`config.mk`:
```
export PLATFORM = sky130hd
export DESIGN_NAME = pip_front_flat
export DESIGN_NICKNAME = d
export VERILOG_FILES = /design/src/rtl/pip_pkg.sv /design/src/rtl/pip_in_if.sv /design/src/rtl/pip_front.sv /design/src/flat_wrapper.sv
export SDC_FILE = /design/constraint.sdc
export NUM_CORES = 1
export LEC_CHECK = 0
export BUFFER_PORTS_ARGS = -buffer_cell sky130_fd_sc_hd__buf_2
export CORE_MARGIN = 5
export CORE_UTILIZATION = 52
export DETAILED_ROUTE_END_ITERATION = 10
export PLACE_DENSITY = 0.8
export RECOVER_POWER = 100
export SLEW_MARGIN = 10
export SYNTH_ARGS = -nofsm -noshare
export SYNTH_HDL_FRONTEND = slang
export SYNTH_SLANG_ARGS = --single-unit
```
`constraint.sdc`:
```
create_clock -name clk -period 3.2 [get_ports clk]
set_clock_uncertainty 0.15 [all_clocks]
set_input_delay 0.16 -clock clk [delete_from_list [all_inputs] [get_ports clk]]
set_output_delay 0.16 -clock clk [all_outputs]
set_load 0.02 [all_outputs]
```
`src/rtl/pip_pkg.sv`:
```
// Shared constants for the point-in-polygon test block.
// No dependencies; compiled before every other file of the block.
package pip_pkg;

  localparam int COORD_BITS_DEF = 16;
  localparam int CNT_BITS = 2;
  localparam logic [CNT_BITS-1:0] MIN_VERTICES = CNT_BITS'(3);
  localparam int QUEUE_DEPTH = 2;

endpackage

```
`src/rtl/pip_in_if.sv`:
```
// Valid/ready channel carrying one polygon vertex item and its query point.
// Depends on pip_pkg for the default coordinate width.
interface pip_in_if #(
  parameter int COORD_BITS = pip_pkg::COORD_BITS_DEF
) ();
  logic                         valid;
  logic                         ready;
  logic signed [COORD_BITS-1:0] vertex_x;
  logic signed [COORD_BITS-1:0] vertex_y;
  logic signed [COORD_BITS-1:0] query_x;
  logic signed [COORD_BITS-1:0] query_y;
  logic                         last_vertex;

  modport source (output valid, vertex_x, vertex_y, query_x, query_y, last_vertex,
                  input ready);
  modport sink (input valid, vertex_x, vertex_y, query_x, query_y, last_vertex,
                output ready);
endinterface

```
`src/rtl/pip_front.sv`:
```
// Front end: accepts vertex items, keeps the first and previous vertex and the count,
// and turns each item into its edge jobs. Depends on pip_pkg and pip_in_if.
module pip_front #(
  parameter int COORD_BITS = pip_pkg::COORD_BITS_DEF,
  parameter int ENTRY_BITS = 2 * (4 * (COORD_BITS + 1) + 1) + 2
) (
  input  logic                  clk,
  input  logic                  rst,
  pip_in_if.sink                points,
  output logic                  push_valid,
  input  logic                  push_ready,
  output logic [ENTRY_BITS-1:0] push_data
);
  import pip_pkg::*;

  localparam int D = COORD_BITS + 1;

  typedef struct packed {
    logic                en;
    logic signed [D-1:0] dxq;
    logic signed [D-1:0] dy;
    logic signed [D-1:0] dxe;
    logic signed [D-1:0] dqy;
  } edge_job_t;

  typedef struct packed {
    edge_job_t e0;
    edge_job_t e1;
    logic      last;
    logic      too_few;
  } job_t;

  function automatic edge_job_t make_job(
    input logic signed [COORD_BITS-1:0] ax,
    input logic signed [COORD_BITS-1:0] ay,
    input logic signed [COORD_BITS-1:0] bx,
    input logic signed [COORD_BITS-1:0] by,
    input logic signed [COORD_BITS-1:0] qx,
    input logic signed [COORD_BITS-1:0] qy
  );
    edge_job_t           j;
    logic signed [D-1:0] dy;
    logic signed [D-1:0] dqy;
    dy = D'(by) - D'(ay);
    dqy = D'(qy) - D'(ay);
    j.en = (ay > qy) != (by > qy);
    j.dxq = D'(qx) - D'(ax);
    j.dxe = D'(bx) - D'(ax);
    j.dy = dy[D-1] ? -dy : dy;
    j.dqy = dy[D-1] ? -dqy : dqy;
    return j;
  endfunction

  logic signed [COORD_BITS-1:0] first_x;
  logic signed [COORD_BITS-1:0] first_y;
  logic signed [COORD_BITS-1:0] prev_x;
  logic signed [COORD_BITS-1:0] prev_y;
  logic [CNT_BITS-1:0]          cnt;
  logic [CNT_BITS-1:0]          cnt_next;
  logic                         is_first;
  logic                         accept;
  job_t                         job;

  assign is_first = (cnt == '0);
  assign cnt_next = (cnt < MIN_VERTICES) ? cnt + CNT_BITS'(1) : cnt;
  assign accept = points.valid && push_ready;

  always_comb begin
    job.e0 = make_job(points.vertex_x, points.vertex_y, prev_x, prev_y,
                      points.query_x, points.query_y);
    job.e0.en = job.e0.en && !is_first;
    job.last = points.last_vertex;
    job.too_few = cnt_next < MIN_VERTICES;
    job.e1 = make_job(first_x, first_y, points.vertex_x, points.vertex_y,
                      points.query_x, points.query_y);
    job.e1.en = job.e1.en && points.last_vertex && !job.too_few;
  end

  assign push_valid = points.valid;
  assign points.ready = push_ready;
  assign push_data = ENTRY_BITS'(job);

  always_ff @(posedge clk) begin
    if (rst) begin
      cnt <= '0;
      first_x <= '0;
      first_y <= '0;
      prev_x <= '0;
      prev_y <= '0;
    end else if (accept) begin
      if (is_first) begin
        first_x <= points.vertex_x;
        first_y <= points.vertex_y;
      end
      prev_x <= points.vertex_x;
      prev_y <= points.vertex_y;
      cnt <= points.last_vertex ? '0 : cnt_next;
    end
  end

endmodule

```
`src/flat_wrapper.sv`:
```
// flat-port wrapper written by rule: the top's interface ports become plain ports
module pip_front_flat import pip_pkg::*;
#(
  parameter int COORD_BITS = pip_pkg::COORD_BITS_DEF,
  parameter int ENTRY_BITS = 2 * (4 * (COORD_BITS + 1) + 1) + 2
)
  (clk, rst, push_valid, push_ready, push_data, points_valid, points_vertex_x, points_vertex_y, points_query_x, points_query_y, points_last_vertex, points_ready);
  pip_in_if #(.COORD_BITS(COORD_BITS)) points_i ();
  input  logic clk;
  input  logic rst;
  output logic push_valid;
  input  logic push_ready;
  output logic [ENTRY_BITS-1:0] push_data;
  input wire logic [$bits(points_i.valid)-1:0] points_valid;
  input wire logic [$bits(points_i.vertex_x)-1:0] points_vertex_x;
  input wire logic [$bits(points_i.vertex_y)-1:0] points_vertex_y;
  input wire logic [$bits(points_i.query_x)-1:0] points_query_x;
  input wire logic [$bits(points_i.query_y)-1:0] points_query_y;
  input wire logic [$bits(points_i.last_vertex)-1:0] points_last_vertex;
  output wire logic [$bits(points_i.ready)-1:0] points_ready;
  assign points_i.valid = points_valid;
  assign points_i.vertex_x = points_vertex_x;
  assign points_i.vertex_y = points_vertex_y;
  assign points_i.query_x = points_query_x;
  assign points_i.query_y = points_query_y;
  assign points_i.last_vertex = points_last_vertex;
  assign points_ready = points_i.ready;
  pip_front #(.COORD_BITS(COORD_BITS), .ENTRY_BITS(ENTRY_BITS)) u_core (.clk(clk), .rst(rst), .points(points_i), .push_valid(push_valid), .push_ready(push_ready), .push_data(push_data));
endmodule
```
=== Word-level counts from Yosys, hierarchy flattened ===
Cells that the tools add are included.

* Register bits after elaboration: 66
* Bits of input ports: 69
* Output and inout port bits: 142

* $add $sub $neg: 13
* Magnitude comparators: 5
* Eq/ne operators: 2
* Multiplexer cells: 6
* Reduce and logical (&&, ||, !) cells: 8

{| class="wikitable"
|+ Operators by type and width
! operator !! number
|-
| subtractor 16 x 16 -> 17 bit || 8
|-
| 2-to-1 mux 17 bit || 4
|-
| negation 17 bit || 4
|-
| > comparator 16 bit || 3
|-
| logical AND 1 bit || 4
|-
| less-than comparator 2 bit (second input constant) || 2
|-
| 2-to-1 mux 2 bit || 2
|-
| adder 2 x 1 -> 2 bit (second input constant) || 1
|-
| zero test 1 bit || 2
|-
| zero test 2 bit || 1
|-
| inequality test 1 bit || 2
|-
| AND reduction 2 bit || 1
|}

=== Logic depth before layout (Yosys ltp) ===
Gate-level depths: netlist of run 1.

* Depth after elaboration: 5
* Gate-level depth with buffers: 14
* Gate-level depth less buffers: 14

=== Worst setup path before layout of run 1 ===
No wires, ideal clock.

* Path kind: reg-to-output
* Start point: register u_core.first_y[1]
* End point: output port push_data[52]
* Arrival: 3.272 ns
* Slack: -0.382 ns
* Cell stages (with the launch flop): 13
* Path buffers: 0
* Cells stage by stage: dfxtp_1 > inv_1 > ha_1 > nor2b_1 > o21ai_0 > a21oi_1 > o21ai_0 > mux2i_1 > nand2_1 > or3b_2 > nor3_1 > nand2_1 > nor4bb_1

* Cells in the longest elaborated chain, start to end: 3

{| class="wikitable"
|+ RTL lines
! what !! RTL line !! text
|-
| start, declared || pip_front.sv:55 || <nowiki>logic signed [COORD_BITS-1:0] first_y;</nowiki>
|-
| start signal, assigned || pip_front.sv:93 || <nowiki>first_y <= points.vertex_y;</nowiki>
|-
| subtractor 16 x 16 -> 17 bit * || pip_front.sv:44 || <nowiki>dy = D'(by) - D'(ay);</nowiki>
|-
| negation 17 bit || pip_front.sv:49 || <nowiki>j.dy = dy[D-1] ? -dy : dy;</nowiki>
|-
| 2-to-1 mux 17 bit * || pip_front.sv:49 ||
|-
| end, declared || flat_wrapper.sv:13 || <nowiki>output logic [ENTRY_BITS-1:0] push_data;</nowiki>
|}

Every way passes the cells marked *; elsewhere a longest branch is shown, timed or not.

=== Worst setup path in the final report of run 1 ===
* Start point: register u_core.prev_y[1]
* End point: output port push_data[121]

* Cells in the longest elaborated chain, start to end: 3

{| class="wikitable"
|+ RTL lines
! what !! RTL line !! text
|-
| start, declared || pip_front.sv:57 || <nowiki>logic signed [COORD_BITS-1:0] prev_y;</nowiki>
|-
| start signal, assigned || pip_front.sv:96 || <nowiki>prev_y <= points.vertex_y;</nowiki>
|-
| subtractor 16 x 16 -> 17 bit * || pip_front.sv:44 ||
|-
| negation 17 bit || pip_front.sv:49 ||
|-
| 2-to-1 mux 17 bit * || pip_front.sv:49 ||
|}

Marks and branches as above.

==> results of run 1 <==
-- worst max-delay path, stage by stage (launching register included) --
cell	delay [ns]
sky130_fd_sc_hd__dfxtp_2	0.37
sky130_fd_sc_hd__ha_4	0.20
sky130_fd_sc_hd__nor2b_2	0.15
sky130_fd_sc_hd__o21a_1	0.19
sky130_fd_sc_hd__o21a_1	0.20
sky130_fd_sc_hd__o31a_1	0.26
sky130_fd_sc_hd__o211a_1	0.25
sky130_fd_sc_hd__nor4b_4	0.31
sky130_fd_sc_hd__nand2_1	0.14
sky130_fd_sc_hd__or3b_4	0.43
sky130_fd_sc_hd__or3_4	0.35
sky130_fd_sc_hd__nor3_4	0.20
sky130_fd_sc_hd__buf_6	0.14
-- state kept, by name (all words and copies together), names as in the netlist --
| register | flops |
|---|---|
| u_core.prev_y | 16 |
| u_core.cnt | 2 |
| u_core.first_y | 16 |
| u_core.first_x | 16 |
| u_core.prev_x | 16 |
-- metrics by stage --
step	util	instance area (sq um)	TNS, ns
after global routing	0.824	15500	-39.66
after CTS	0.774	14500	-18.17
after global placement	0.678	12700	-5.72
after floorplan	-	10200	-0.219
final	0.824	15500	-28.00
after detailed placement	0.678	12700	-8.99
-- per-layer routing --
metal  vias up  track usage  routed length, um
met5         -            0                 14
met2       636        0.570              20200
li1       5799            -                  -
met3       226       0.0472               2890
met1      5912        0.341              14600
met4         2        0.139               2320
-- cell type report --
class	instances	area share
Antenna cell	2	0.000323
Clock buffer	10	0.0148
Clock inverter	6	0.00582
Inverter	129	0.0320
Multi-Input combinational cell	1170	0.617
Sequential cell	66	0.0863
Tap cell	234	0.0189
Timing Repair Buffer	480	0.225
-- worst paths after layout --
kind                       from            endpoint  cells past startpoint
max            u_core.prev_y[1]      push_data[121]                     12
min reg2reg  u_core.first_x[11]  u_core.first_x[11]                      2
max reg2reg       u_core.cnt[1]   u_core.first_y[5]                      5
min          points_vertex_y[6]   u_core.first_y[6]                      3
-- Yosys cell counts (3+ instances only) --
master | instances | area share
sky130_fd_sc_hd__a211o_1 | 5 | 0.0044
sky130_fd_sc_hd__a211oi_1 | 11 | 0.0083
sky130_fd_sc_hd__a21boi_0 | 6 | 0.0045
sky130_fd_sc_hd__a21o_1 | 32 | 0.024
sky130_fd_sc_hd__a21oi_1 | 134 | 0.067
sky130_fd_sc_hd__a31o_2 | 4 | 0.0035
sky130_fd_sc_hd__a31oi_1 | 16 | 0.010
sky130_fd_sc_hd__a41o_1 | 3 | 0.0030
sky130_fd_sc_hd__and2_1 | 8 | 0.0050
sky130_fd_sc_hd__and3_1 | 18 | 0.011
sky130_fd_sc_hd__buf_4 | 3 | 0.0023
sky130_fd_sc_hd__clkbuf_1 | 26 | 0.0098
sky130_fd_sc_hd__dfxtp_1 | 66 | 0.13
sky130_fd_sc_hd__fa_1 | 8 | 0.016
sky130_fd_sc_hd__ha_1 | 152 | 0.19
sky130_fd_sc_hd__inv_1 | 129 | 0.049
sky130_fd_sc_hd__mux2i_1 | 4 | 0.0040
sky130_fd_sc_hd__nand2_1 | 194 | 0.073
sky130_fd_sc_hd__nand2b_1 | 18 | 0.011
sky130_fd_sc_hd__nand3_1 | 22 | 0.011
sky130_fd_sc_hd__nand4_1 | 7 | 0.0044
sky130_fd_sc_hd__nor2_1 | 105 | 0.040
sky130_fd_sc_hd__nor2b_1 | 34 | 0.021
sky130_fd_sc_hd__nor3_1 | 28 | 0.014
sky130_fd_sc_hd__nor4_1 | 6 | 0.0038
sky130_fd_sc_hd__o211a_1 | 6 | 0.0060
sky130_fd_sc_hd__o211ai_1 | 8 | 0.0060
sky130_fd_sc_hd__o21a_1 | 26 | 0.020
sky130_fd_sc_hd__o21ai_0 | 72 | 0.036
sky130_fd_sc_hd__o21ai_1 | 4 | 0.0020
sky130_fd_sc_hd__o21bai_1 | 3 | 0.0023
sky130_fd_sc_hd__o22ai_1 | 4 | 0.0025
sky130_fd_sc_hd__o31a_1 | 5 | 0.0044
sky130_fd_sc_hd__o31ai_1 | 11 | 0.0083
sky130_fd_sc_hd__o41ai_1 | 3 | 0.0026
sky130_fd_sc_hd__or2_2 | 4 | 0.0025
sky130_fd_sc_hd__or3_1 | 14 | 0.0088
sky130_fd_sc_hd__or4_1 | 3 | 0.0023
sky130_fd_sc_hd__xnor2_1 | 105 | 0.092
sky130_fd_sc_hd__xor2_1 | 42 | 0.037
-- logic make-up after synthesis --
group	share of synthesized area
and+or+nand+nor	0.224
buffers and inverters	0.0619
adders and majority gates	0.207
xor gates and xnor gates	0.129
AOI/OAI and AO/OA	0.241
DFF	0.133
muxes	0.00402
-- power groups by stage --
stage | sequential, mW | combinational (mW) | clock (mW)
after detailed placement | 0.903 | 3.23 | 0
final | 0.890 | 4.12 | 1.08
after global placement | 0.901 | 3.17 | 0
after global routing | 0.892 | 4.36 | 1.13
after floorplan | 0.897 | 2.08 | 0
after CTS | 0.887 | 3.67 | 1.08
-- repair_timing --
item / in CTS / in global routing
buffers inserted: 39 / 36
pin swaps: 81 / 105
endpoints found under the setup margin: 84 / 87
gates cloned: 4 / 0
hold buffers: 26 / 0
endpoints found under the hold margin: 51 / 0
gates resized for setup: 247 / 195
==> results.json, run 1 <==
{
  "status": "complete, but fails checks",
  "failed_checks": "capacitance limit, slew limit, setup timing",
  "layout_commonest_cell": "sky130_fd_sc_hd__buf_4",
  "ys_async_sr_fraction": 0,
  "yosysUniqueCellTypes": 75,
  "worst_slew_margin_rel": -0.102,
  "power.combinational.fraction": 0.677,
  "worst_hold_slack_ns": 0.0181,
  "timing.max_cap.violations": 3,
  "power.leakage_nw": 7.14,
  "floorplan.rows": 50,
  "cts.clk_slew.worst_paths_ns": 0.06,
  "design.portCount": 211,
  "clockBufferDepth": 2,
  "worst-endpoint-required_ns": 2.89,
  "final_layout_size_suffix_gt1_frac": 0.358,
  "reg_to_reg_setup_timing_slack_ns": 0.80,
  "area_of_the_die_sq_mm": 0.0220,
  "post_layout_nonfiller_instances": 2097,
  "least_setup_slack_across_all_paths_after_layout_ns": -0.644,
  "crit_type": "reg2out",
  "worst_skew_pair.late_latency_ns": 0.33,
  "root_buffer": "sky130_fd_sc_hd__clkbuf_16",
  "pre_cts_setup_slack_ns": -0.404,
  "ir_drop_uv": 269,
  "cell_internal_pwr_mw": 3.37,
  "fp.dieW_um": 148,
  "finalMaxSlewViolations": 102,
  "seq_area_frac_synth": 0.133,
  "post_drt_via_cell_ratio": 6.00,
  "worst_setup_path_end_kind": "output port",
  "max_slew.worst_pin.slew_ns": 1.65,
  "final-seq-area_sq_mm": 0.00134,
  "ys_ff_latch": 66,
  "first_global_vias": 12202,
  "synth-edff-count": 0,
  "ys.warnings.count": 0,
  "synthesis.area_sq_mm": 0.00996,
  "clock.fmax_ghz": 0.260,
  "fp.dieH_um": 148,
  "vias": 12575,
  "layout.cells.most_common_list": "sky130_fd_sc_hd__buf_4 (278), sky130_fd_sc_hd__nand2_1 (183), sky130_fd_sc_hd__ha_1 (134), sky130_fd_sc_hd__inv_1 (119), sky130_fd_sc_hd__a21oi_1 (109)",
  "setup_violations": 79,
  "rsz0062_at_grt": "yes",
  "synth.net_count": 1623,
  "synth_cells": 1394,
  "layout-area-overhead-vs-synth_pct": 55.4,
  "synth_flop_cell": "sky130_fd_sc_hd__dfxtp_1",
  "min_period_over_period": 1.20,
  "grt_antenna_before_repair": 1,
  "seqPwrFrac": 0.146,
  "cts-htree-levels": 3,
  "min-delay-path-class": "in2reg",
  "floorplan.initialDensity": 0.531,
  "core_sq_mm": 0.0188,
  "powerDensity_mw_per_mm2": 394,
  "critPathLaunchType": "flop",
  "total_power_after_layout_mw": 6.09,
  "grt_util_all_layers": 0.306,
  "grt_pass1_wl_um": 56100,
  "numCtsBuffers": 9,
  "finalNetCount": 2085,
  "timing.critical_path.arrival_ns": 3.53,
  "firstDrtPassIters": 7,
  "hold_violations": 0,
  "layout_min_cycle_time_ns": 3.84,
  "syn_avg_cell_area_sq_um": 7.14,
  "io_buffer_count": 210,
  "hpwl_um": 25700,
  "dr.first_iter.drc_count": 724,
  "routed_wl_um": 40100,
  "grt-ovfl-total": 0,
  "place_congestion": 0.925,
  "grt_max_degree": 35,
  "cts_tree": "done",
  "critPathMaxFanout": 3,
  "netSwitchingPower_mw": 2.72,
  "drtAntennaViolNets": 0,
  "multi_input_comb_area_sq_mm": 0.00954,
  "power_frac_clock": 0.177,
  "switching_share": 0.446,
  "routedWlPerCell_um": 19.1,
  "clock-sinks": 66,
  "total_of_fill_cells_in_the_finished_design": 1113,
  "numPlacedInstances": 1982,
  "post-route-drc-count": 0
}
Note: power is estimated with default switching activity, not from simulation.
==> run 2, diff against run 1 <==
--- a/config.mk
+++ b/config.mk
@@ -5,13 +5,15 @@
 export SDC_FILE = /design/constraint.sdc
 export NUM_CORES = 1
 export LEC_CHECK = 0
+export ABC_AREA = 1
 export BUFFER_PORTS_ARGS = -buffer_cell sky130_fd_sc_hd__buf_2
 export CORE_MARGIN = 5
-export CORE_UTILIZATION = 52
+export CORE_UTILIZATION = 53
 export DETAILED_ROUTE_END_ITERATION = 10
-export PLACE_DENSITY = 0.8
+export PLACE_DENSITY = 0.79
 export RECOVER_POWER = 100
 export SLEW_MARGIN = 10
 export SYNTH_ARGS = -nofsm -noshare
 export SYNTH_HDL_FRONTEND = slang
 export SYNTH_SLANG_ARGS = --single-unit
+export TNS_END_PERCENT = 5
==> results.json, run 2 <==
{
  "ys_async_sr_fraction": 0,
  "critical_path.endpoint": "push_data[85]",
  "firstDrtPassIters": 8,
  "crit_type": "reg2out",
  "grt_antenna_before_repair": 0,
  "synth-simple-area-share": 0.406,
  "synth-compound-area-share": 0.117,
  "synth-adder-area-share": 0.169,
  "core_sq_mm": 0.0226,
  "clock.fmax_ghz": 0.323,
  "r2r_cells": 6,
  "total_power_after_layout_mw": 5.75,
  "power.combinational.fraction": 0.665,
  "clock-sinks": 66,
  "reg_to_reg_setup_timing_slack_ns": 0.96,
  "worst_setup_path_end_kind": "output port",
  "rsz0062_at_grt": "yes",
  "grt_pass1_wl_um": 63700,
  "antenna_cells_inserted": 0,
  "seq_area_frac_synth": 0.108,
  "fin_tns_setup_ns": 0,
  "finalMaxSlewViolations": 0,
  "vias": 14275,
  "combinational_family_with_the_most_area_after_synthesis": "simple AND/OR/NAND/NOR gates",
  "power.leakage_nw": 7.93,
  "design.portCount": 211,
  "synth.net_count": 2374,
  "layout.cells.most_common_list": "sky130_fd_sc_hd__nand2_1 (681), sky130_fd_sc_hd__inv_1 (361), sky130_fd_sc_hd__nand3_1 (180), sky130_fd_sc_hd__nor2_1 (162), sky130_fd_sc_hd__ha_1 (148)",
  "drtAntennaViolNets": 0,
  "ys_ff_latch": 66,
  "area_of_the_die_sq_mm": 0.0262,
  "post_drt_via_cell_ratio": 5.41,
  "min_period_over_period": 0.969,
  "ys_top_cells_by_area": "sky130_fd_sc_hd__nand2_1 (21%), sky130_fd_sc_hd__ha_1 (16%), sky130_fd_sc_hd__inv_1 (11%), sky130_fd_sc_hd__dfxtp_1 (11%), sky130_fd_sc_hd__nand3_1 (7.5%)",
  "netSwitchingPower_mw": 3.03,
  "ys.warnings.count": 0,
  "cts_tree": "done",
  "timing.critical_path.buf_inv": 2,
  "place_congestion": 0.969,
  "timing.max_cap.violations": 0,
  "final_layout_size_suffix_gt1_frac": 0.110,
  "layout-area-overhead-vs-synth_pct": 14.3,
  "fp.dieH_um": 162,
  "post-route-drc-count": 0,
  "cts.clk_slew.worst_paths_ns": 0.06,
  "setup_violations": 0,
  "numPlacedInstances": 2619,
  "worst_skew_pair.late_latency_ns": 0.34,
  "grt_max_degree": 58,
  "worst_hold_slack_ns": 0.0216,
  "io_buffer_count": 210,
  "floorplan.rows": 55,
  "synthMostInstantiatedCell": "sky130_fd_sc_hd__nand2_1",
  "yosysUniqueCellTypes": 44,
  "cts-htree-levels": 3,
  "synth.area.mux_share": 0,
  "dr.first_iter.drc_count": 1017,
  "critPathLaunchType": "flop",
  "synthesis.area_sq_mm": 0.0122,
  "clockBufferDepth": 2,
  "synth_xor_area_frac": 0.0711,
  "floorplan.initialDensity": 0.539,
  "root_buffer": "sky130_fd_sc_hd__clkbuf_16",
  "synth-edff-count": 0,
  "hpwl_um": 33900,
  "fp.dieW_um": 162,
  "cell_internal_pwr_mw": 2.72,
  "cpPeakStageDelay_ns": 0.41,
  "timing.critical_path.arrival_ns": 2.79,
  "synth.largest_area_cell": "sky130_fd_sc_hd__nand2_1",
  "r2r_start": "u_core.cnt[1]",
  "grt-ovfl-total": 0,
  "ir_drop_uv": 353,
  "critPathMaxFanout": 7,
  "reg2reg_to": "u_core.first_x[15]",
  "netlist_top_cells_count": "sky130_fd_sc_hd__nand2_1 (689), sky130_fd_sc_hd__inv_1 (364), sky130_fd_sc_hd__nand3_1 (182)",
  "total_of_fill_cells_in_the_finished_design": 2352,
  "syn_avg_cell_area_sq_um": 5.69,
  "startpoint_of_the_most_critical_setup_path": "u_core.prev_y[11]",
  "min-delay-path-class": "in2reg",
  "seqPwrFrac": 0.159,
  "worstSetupPathDepth": 12,
  "status": "complete, no violations",
  "routed_wl_um": 40300,
  "max_slew.worst_pin.slew_ns": 1.43,
  "cp_cell_sequence": "ha_1, a21oi_1, nand2_1, a21oi_1, nand2_2, nand2_4, nand2_4, buf_12, o21ai_1, nand3_1, nand2_1, buf_2",
  "synth_cells": 2145,
  "worst_slew_margin_rel": 0.0442,
  "hold_violations": 0,
  "layout_commonest_cell": "sky130_fd_sc_hd__nand2_1",
  "layout_min_cycle_time_ns": 3.10,
  "finalNetCount": 2580,
  "powerDensity_mw_per_mm2": 412,
  "grt_util_all_layers": 0.294,
  "worst-endpoint-required_ns": 2.89,
  "post_layout_nonfiller_instances": 2641,
  "synth.top_cell.area_share": 0.212,
  "numCtsBuffers": 9,
  "power_frac_clock": 0.176,
  "timing.critical_path.max_delay_family": "compound AO/OA/AOI/OAI gates",
  "placed_area_sq_mm": 0.0135,
  "switching_share": 0.526,
  "final_design_area_no_fill_sq_mm": 0.0140,
  "routedWlPerCell_um": 15.3,
  "synth_flop_cell": "sky130_fd_sc_hd__dfxtp_1",
  "first_global_vias": 13313,
  "master_of_the_slowest_instance_on_the_critical_path": "sky130_fd_sc_hd__dfxtp_1"
}
## run 2: layout make-up
| type | instances | area, sq um | area share |
|---|---|---|---|
| Multi-Input combinational cell | 1676 | 9440 | 0.677 |
| Clock buffer | 9 | 225 | 0.0161 |
| Tap cell | 285 | 357 | 0.0256 |
| Clock inverter | 7 | 77.6 | 0.00556 |
| Inverter | 371 | 1400 | 0.100 |
| Sequential cell | 66 | 1320 | 0.0948 |
| Timing Repair Buffer | 227 | 1130 | 0.0813 |
## run 2: cells by family (layout without fill, tap and decap cells)
group,Yosys count,count (layout)
buffers and inverters,404,614
AND/OR/NAND/NOR,1172,1173
XOR/XNOR,99,99
flip-flops,66,66
adder cells (fa/ha/maj),160,160
AO/OA/AOI/OAI,244,244
## run 2: power groups by stage
stage | Combinational (mW) | Clock [mW] | Sequential, mW
after detailed placement | 3.76 | 0 | 0.928
after floorplan | 2.71 | 0 | 0.916
final | 3.83 | 1.01 | 0.912
after CTS | 3.80 | 1.01 | 0.911
after global placement | 3.71 | 0 | 0.927
after global routing | 4.23 | 1.05 | 0.917
## run 2: what timing repair did
item                                    in CTS  in global routing
gates cloned                                 1                  0
buffers inserted                             1                  2
endpoints found under the setup margin      15                 64
pin swaps                                    1                  5
gates resized for setup                      4                 55
hold buffers                                 2                  0
endpoints found under the hold margin        3                  0
## run 2: through the flow
step	setup slack, ns	utilization
detailed placement	0.264	0.597
floorplan	0.624	-
finish	0.101	0.616
global placement	0.321	0.597
CTS	0.00505	0.613
global route	-0.0340	0.616
## run 2: how the worst min path moves through the flow
stage | start | end | slack [ns] | cells after the start
detailed placement | u_core.prev_x[15] | u_core.prev_x[15] | 0.31 | 2
CTS | points_vertex_x[12] | u_core.prev_x[12] | 0.02 | 3
global route | points_vertex_x[9] | u_core.prev_x[9] | 0.05 | 3
floorplan | points_vertex_x[15] | u_core.prev_x[15] | 0.16 | 2
global placement | u_core.prev_x[15] | u_core.prev_x[15] | 0.30 | 2
finish | points_vertex_x[12] | u_core.prev_x[12] | 0.02 | 3
## run 2: worst min-delay path: stages
cell	delay (ns)
sky130_fd_sc_hd__buf_2	0.11
sky130_fd_sc_hd__nor2_1	0.06
sky130_fd_sc_hd__nor3_1	0.14
## run 2: layer usage
metal / track usage / wire [um] / up-vias
met5: 0 / 0 / -
li1: - / - / 7281
met2: 0.498 / 18400 / 503
met4: 0.117 / 1660 / 0
met3: 0.0477 / 3010 / 96
met1: 0.373 / 17200 / 6395
==> run 3, diff against run 2 <==
--- a/config.mk
+++ b/config.mk
@@ -7,10 +7,11 @@
 export LEC_CHECK = 0
 export ABC_AREA = 1
 export BUFFER_PORTS_ARGS = -buffer_cell sky130_fd_sc_hd__buf_2
+export CAP_MARGIN = 20
 export CORE_MARGIN = 5
 export CORE_UTILIZATION = 53
 export DETAILED_ROUTE_END_ITERATION = 10
-export PLACE_DENSITY = 0.79
+export PLACE_DENSITY_LB_ADDON = 0.3
 export RECOVER_POWER = 100
 export SLEW_MARGIN = 10
 export SYNTH_ARGS = -nofsm -noshare
==> results.json, run 3 (same netlist as run 2, synthesis figures left out) <==
{
  "worst_slew_margin_rel": 0.0189,
  "critPathLaunchType": "flop",
  "worst_skew_pair.late_latency_ns": 0.34,
  "final_layout_size_suffix_gt1_frac": 0.112,
  "min_period_over_period": 0.963,
  "clockBufferDepth": 2,
  "max_slew.worst_pin.slew_ns": 1.47,
  "critPathMaxFanout": 4,
  "core_sq_mm": 0.0226,
  "power.leakage_nw": 7.95,
  "numPlacedInstances": 2618,
  "routed_wl_um": 40100,
  "hold_violations": 0,
  "grt-ovfl-total": 0,
  "layout.cells.most_common_list": "sky130_fd_sc_hd__nand2_1 (681), sky130_fd_sc_hd__inv_1 (361), sky130_fd_sc_hd__nand3_1 (180), sky130_fd_sc_hd__nor2_1 (165), sky130_fd_sc_hd__ha_1 (149)",
  "post_layout_nonfiller_instances": 2648,
  "root_buffer": "sky130_fd_sc_hd__clkbuf_16",
  "area_of_the_die_sq_mm": 0.0262,
  "cts.clk_slew.worst_paths_ns": 0.05,
  "hpwl_um": 33600,
  "layout_min_cycle_time_ns": 3.08,
  "post-route-drc-count": 0,
  "cts-htree-levels": 3,
  "setup_violations": 0,
  "drtAntennaViolNets": 0,
  "least_setup_slack_across_all_paths_after_layout_ns": 0.117,
  "first_global_vias": 13473,
  "timing.critical_path.arrival_ns": 2.77,
  "min-delay-path-class": "in2reg",
  "finalMaxSlewViolations": 0,
  "numCtsBuffers": 9,
  "startpoint_of_the_most_critical_setup_path": "u_core.prev_x[0]",
  "ir_drop_uv": 291,
  "design.portCount": 211,
  "antenna_cells_inserted": 0,
  "total_power_after_layout_mw": 5.89,
  "crit_type": "reg2out",
  "floorplan.rows": 55,
  "clock.fmax_ghz": 0.324,
  "io_buffer_count": 210,
  "timing.max_cap.violations": 0,
  "grt_pass1_wl_um": 64800,
  "fp.dieW_um": 162,
  "floorplan.initialDensity": 0.539,
  "worst_setup_path_end_kind": "output port",
  "place_congestion": 0.965,
  "worst-endpoint-required_ns": 2.89,
  "firstDrtPassIters": 5,
  "post_drt_via_cell_ratio": 5.44,
  "layout-area-overhead-vs-synth_pct": 14.6,
  "rsz0062_at_grt": "yes",
  "clock-sinks": 66,
  "routedWlPerCell_um": 15.1,
  "finalNetCount": 2587,
  "powerDensity_mw_per_mm2": 422,
  "layout_commonest_cell": "sky130_fd_sc_hd__nand2_1",
  "vias": 14414,
  "fin_tns_setup_ns": 0,
  "r2r_start": "u_core.cnt[1]",
  "fp.dieH_um": 162,
  "grt_antenna_before_repair": 0,
  "status": "complete, no violations",
  "cts_tree": "done",
  "utilization": 0.617,
  "grt_util_all_layers": 0.296,
  "hold_start": "points_last_vertex",
  "grt_max_degree": 58,
  "pre_cts_setup_slack_ns": 0.264,
  "dr.first_iter.drc_count": 1042
}
run 3: cell count changes in the layout (fill, tap and decap cells not counted), moves of 2 or more:
cell and change:
sky130_fd_sc_hd__buf_2 +8, sky130_fd_sc_hd__nor2_1 +3, sky130_fd_sc_hd__inv_6 -2, sky130_fd_sc_hd__o21ai_1 -2, sky130_fd_sc_hd__nor2_2 -2, sky130_fd_sc_hd__o21ai_2 +2, sky130_fd_sc_hd__clkbuf_2 +2, sky130_fd_sc_hd__bufinv_16 +2
run 3: layout make-up:
cell class / instances / area [sq um]
multi-input cells: 1675 / 9400
well taps: 285 / 357
inverters: 371 / 1400
repair buffers: 235 / 1150
flip-flops and latches: 66 / 1320
clock inverters: 6 / 114
clock buffers: 10 / 239
fillers: 2321 / 8660
run 3: what timing repair did:
item,CTS,global route
setup buffers,3,9
endpoints found under the hold margin,1,0
hold buffers,1,0
setup endpoints to repair,17,67
pin swaps,1,10
gates resized for setup,3,37
run 3: per-layer routing:
metal	vias up	wire length, um	GRT usage
met5	-	0	0
met4	0	1190	0.0969
met3	77	3060	0.0360
met2	552	18600	0.507
met1	6478	17200	0.389
li1	7307	-	-
run 3: report_power, final:
| part | leakage, nW | switching, mW | internal (mW) |
|---|---|---|---|
| combinational | 7.24 | 2.58 | 1.23 |
| sequential | 0.545 | 0.0349 | 0.878 |
| clock | 0.165 | 0.384 | 0.783 |
run 3: worst paths after layout:
path	end	slack [ns]	cells past startpoint
setup reg to reg	u_core.first_y[15]	0.92	7
setup / recovery	push_data[104]	0.12	10
hold reg to reg	u_core.prev_x[0]	0.33	2
hold / removal	u_core.cnt[1]	0.007	4
run 3: worst max-delay path: stages, from the launching register on:
cell and delay, ns:
sky130_fd_sc_hd__dfxtp_1 0.31, sky130_fd_sc_hd__inv_1 0.05, sky130_fd_sc_hd__ha_1 0.19, sky130_fd_sc_hd__fa_1 0.40
sky130_fd_sc_hd__o21ai_1 0.25, sky130_fd_sc_hd__a21boi_0 0.25, sky130_fd_sc_hd__o21ai_2 0.26, sky130_fd_sc_hd__nand3_1 0.09
sky130_fd_sc_hd__nand2_1 0.08, sky130_fd_sc_hd__xor2_1 0.30, sky130_fd_sc_hd__buf_2 0.23
run 3: stage by stage:
stage / hold slack (ns) / instance area (sq um)
global placement: 0.305 / 13500
detailed placement: 0.313 / 13500
CTS: 0.00679 / 13900
floorplan: 0.162 / 12200
finish: 0.00676 / 14000
global route: 0.0179 / 14000
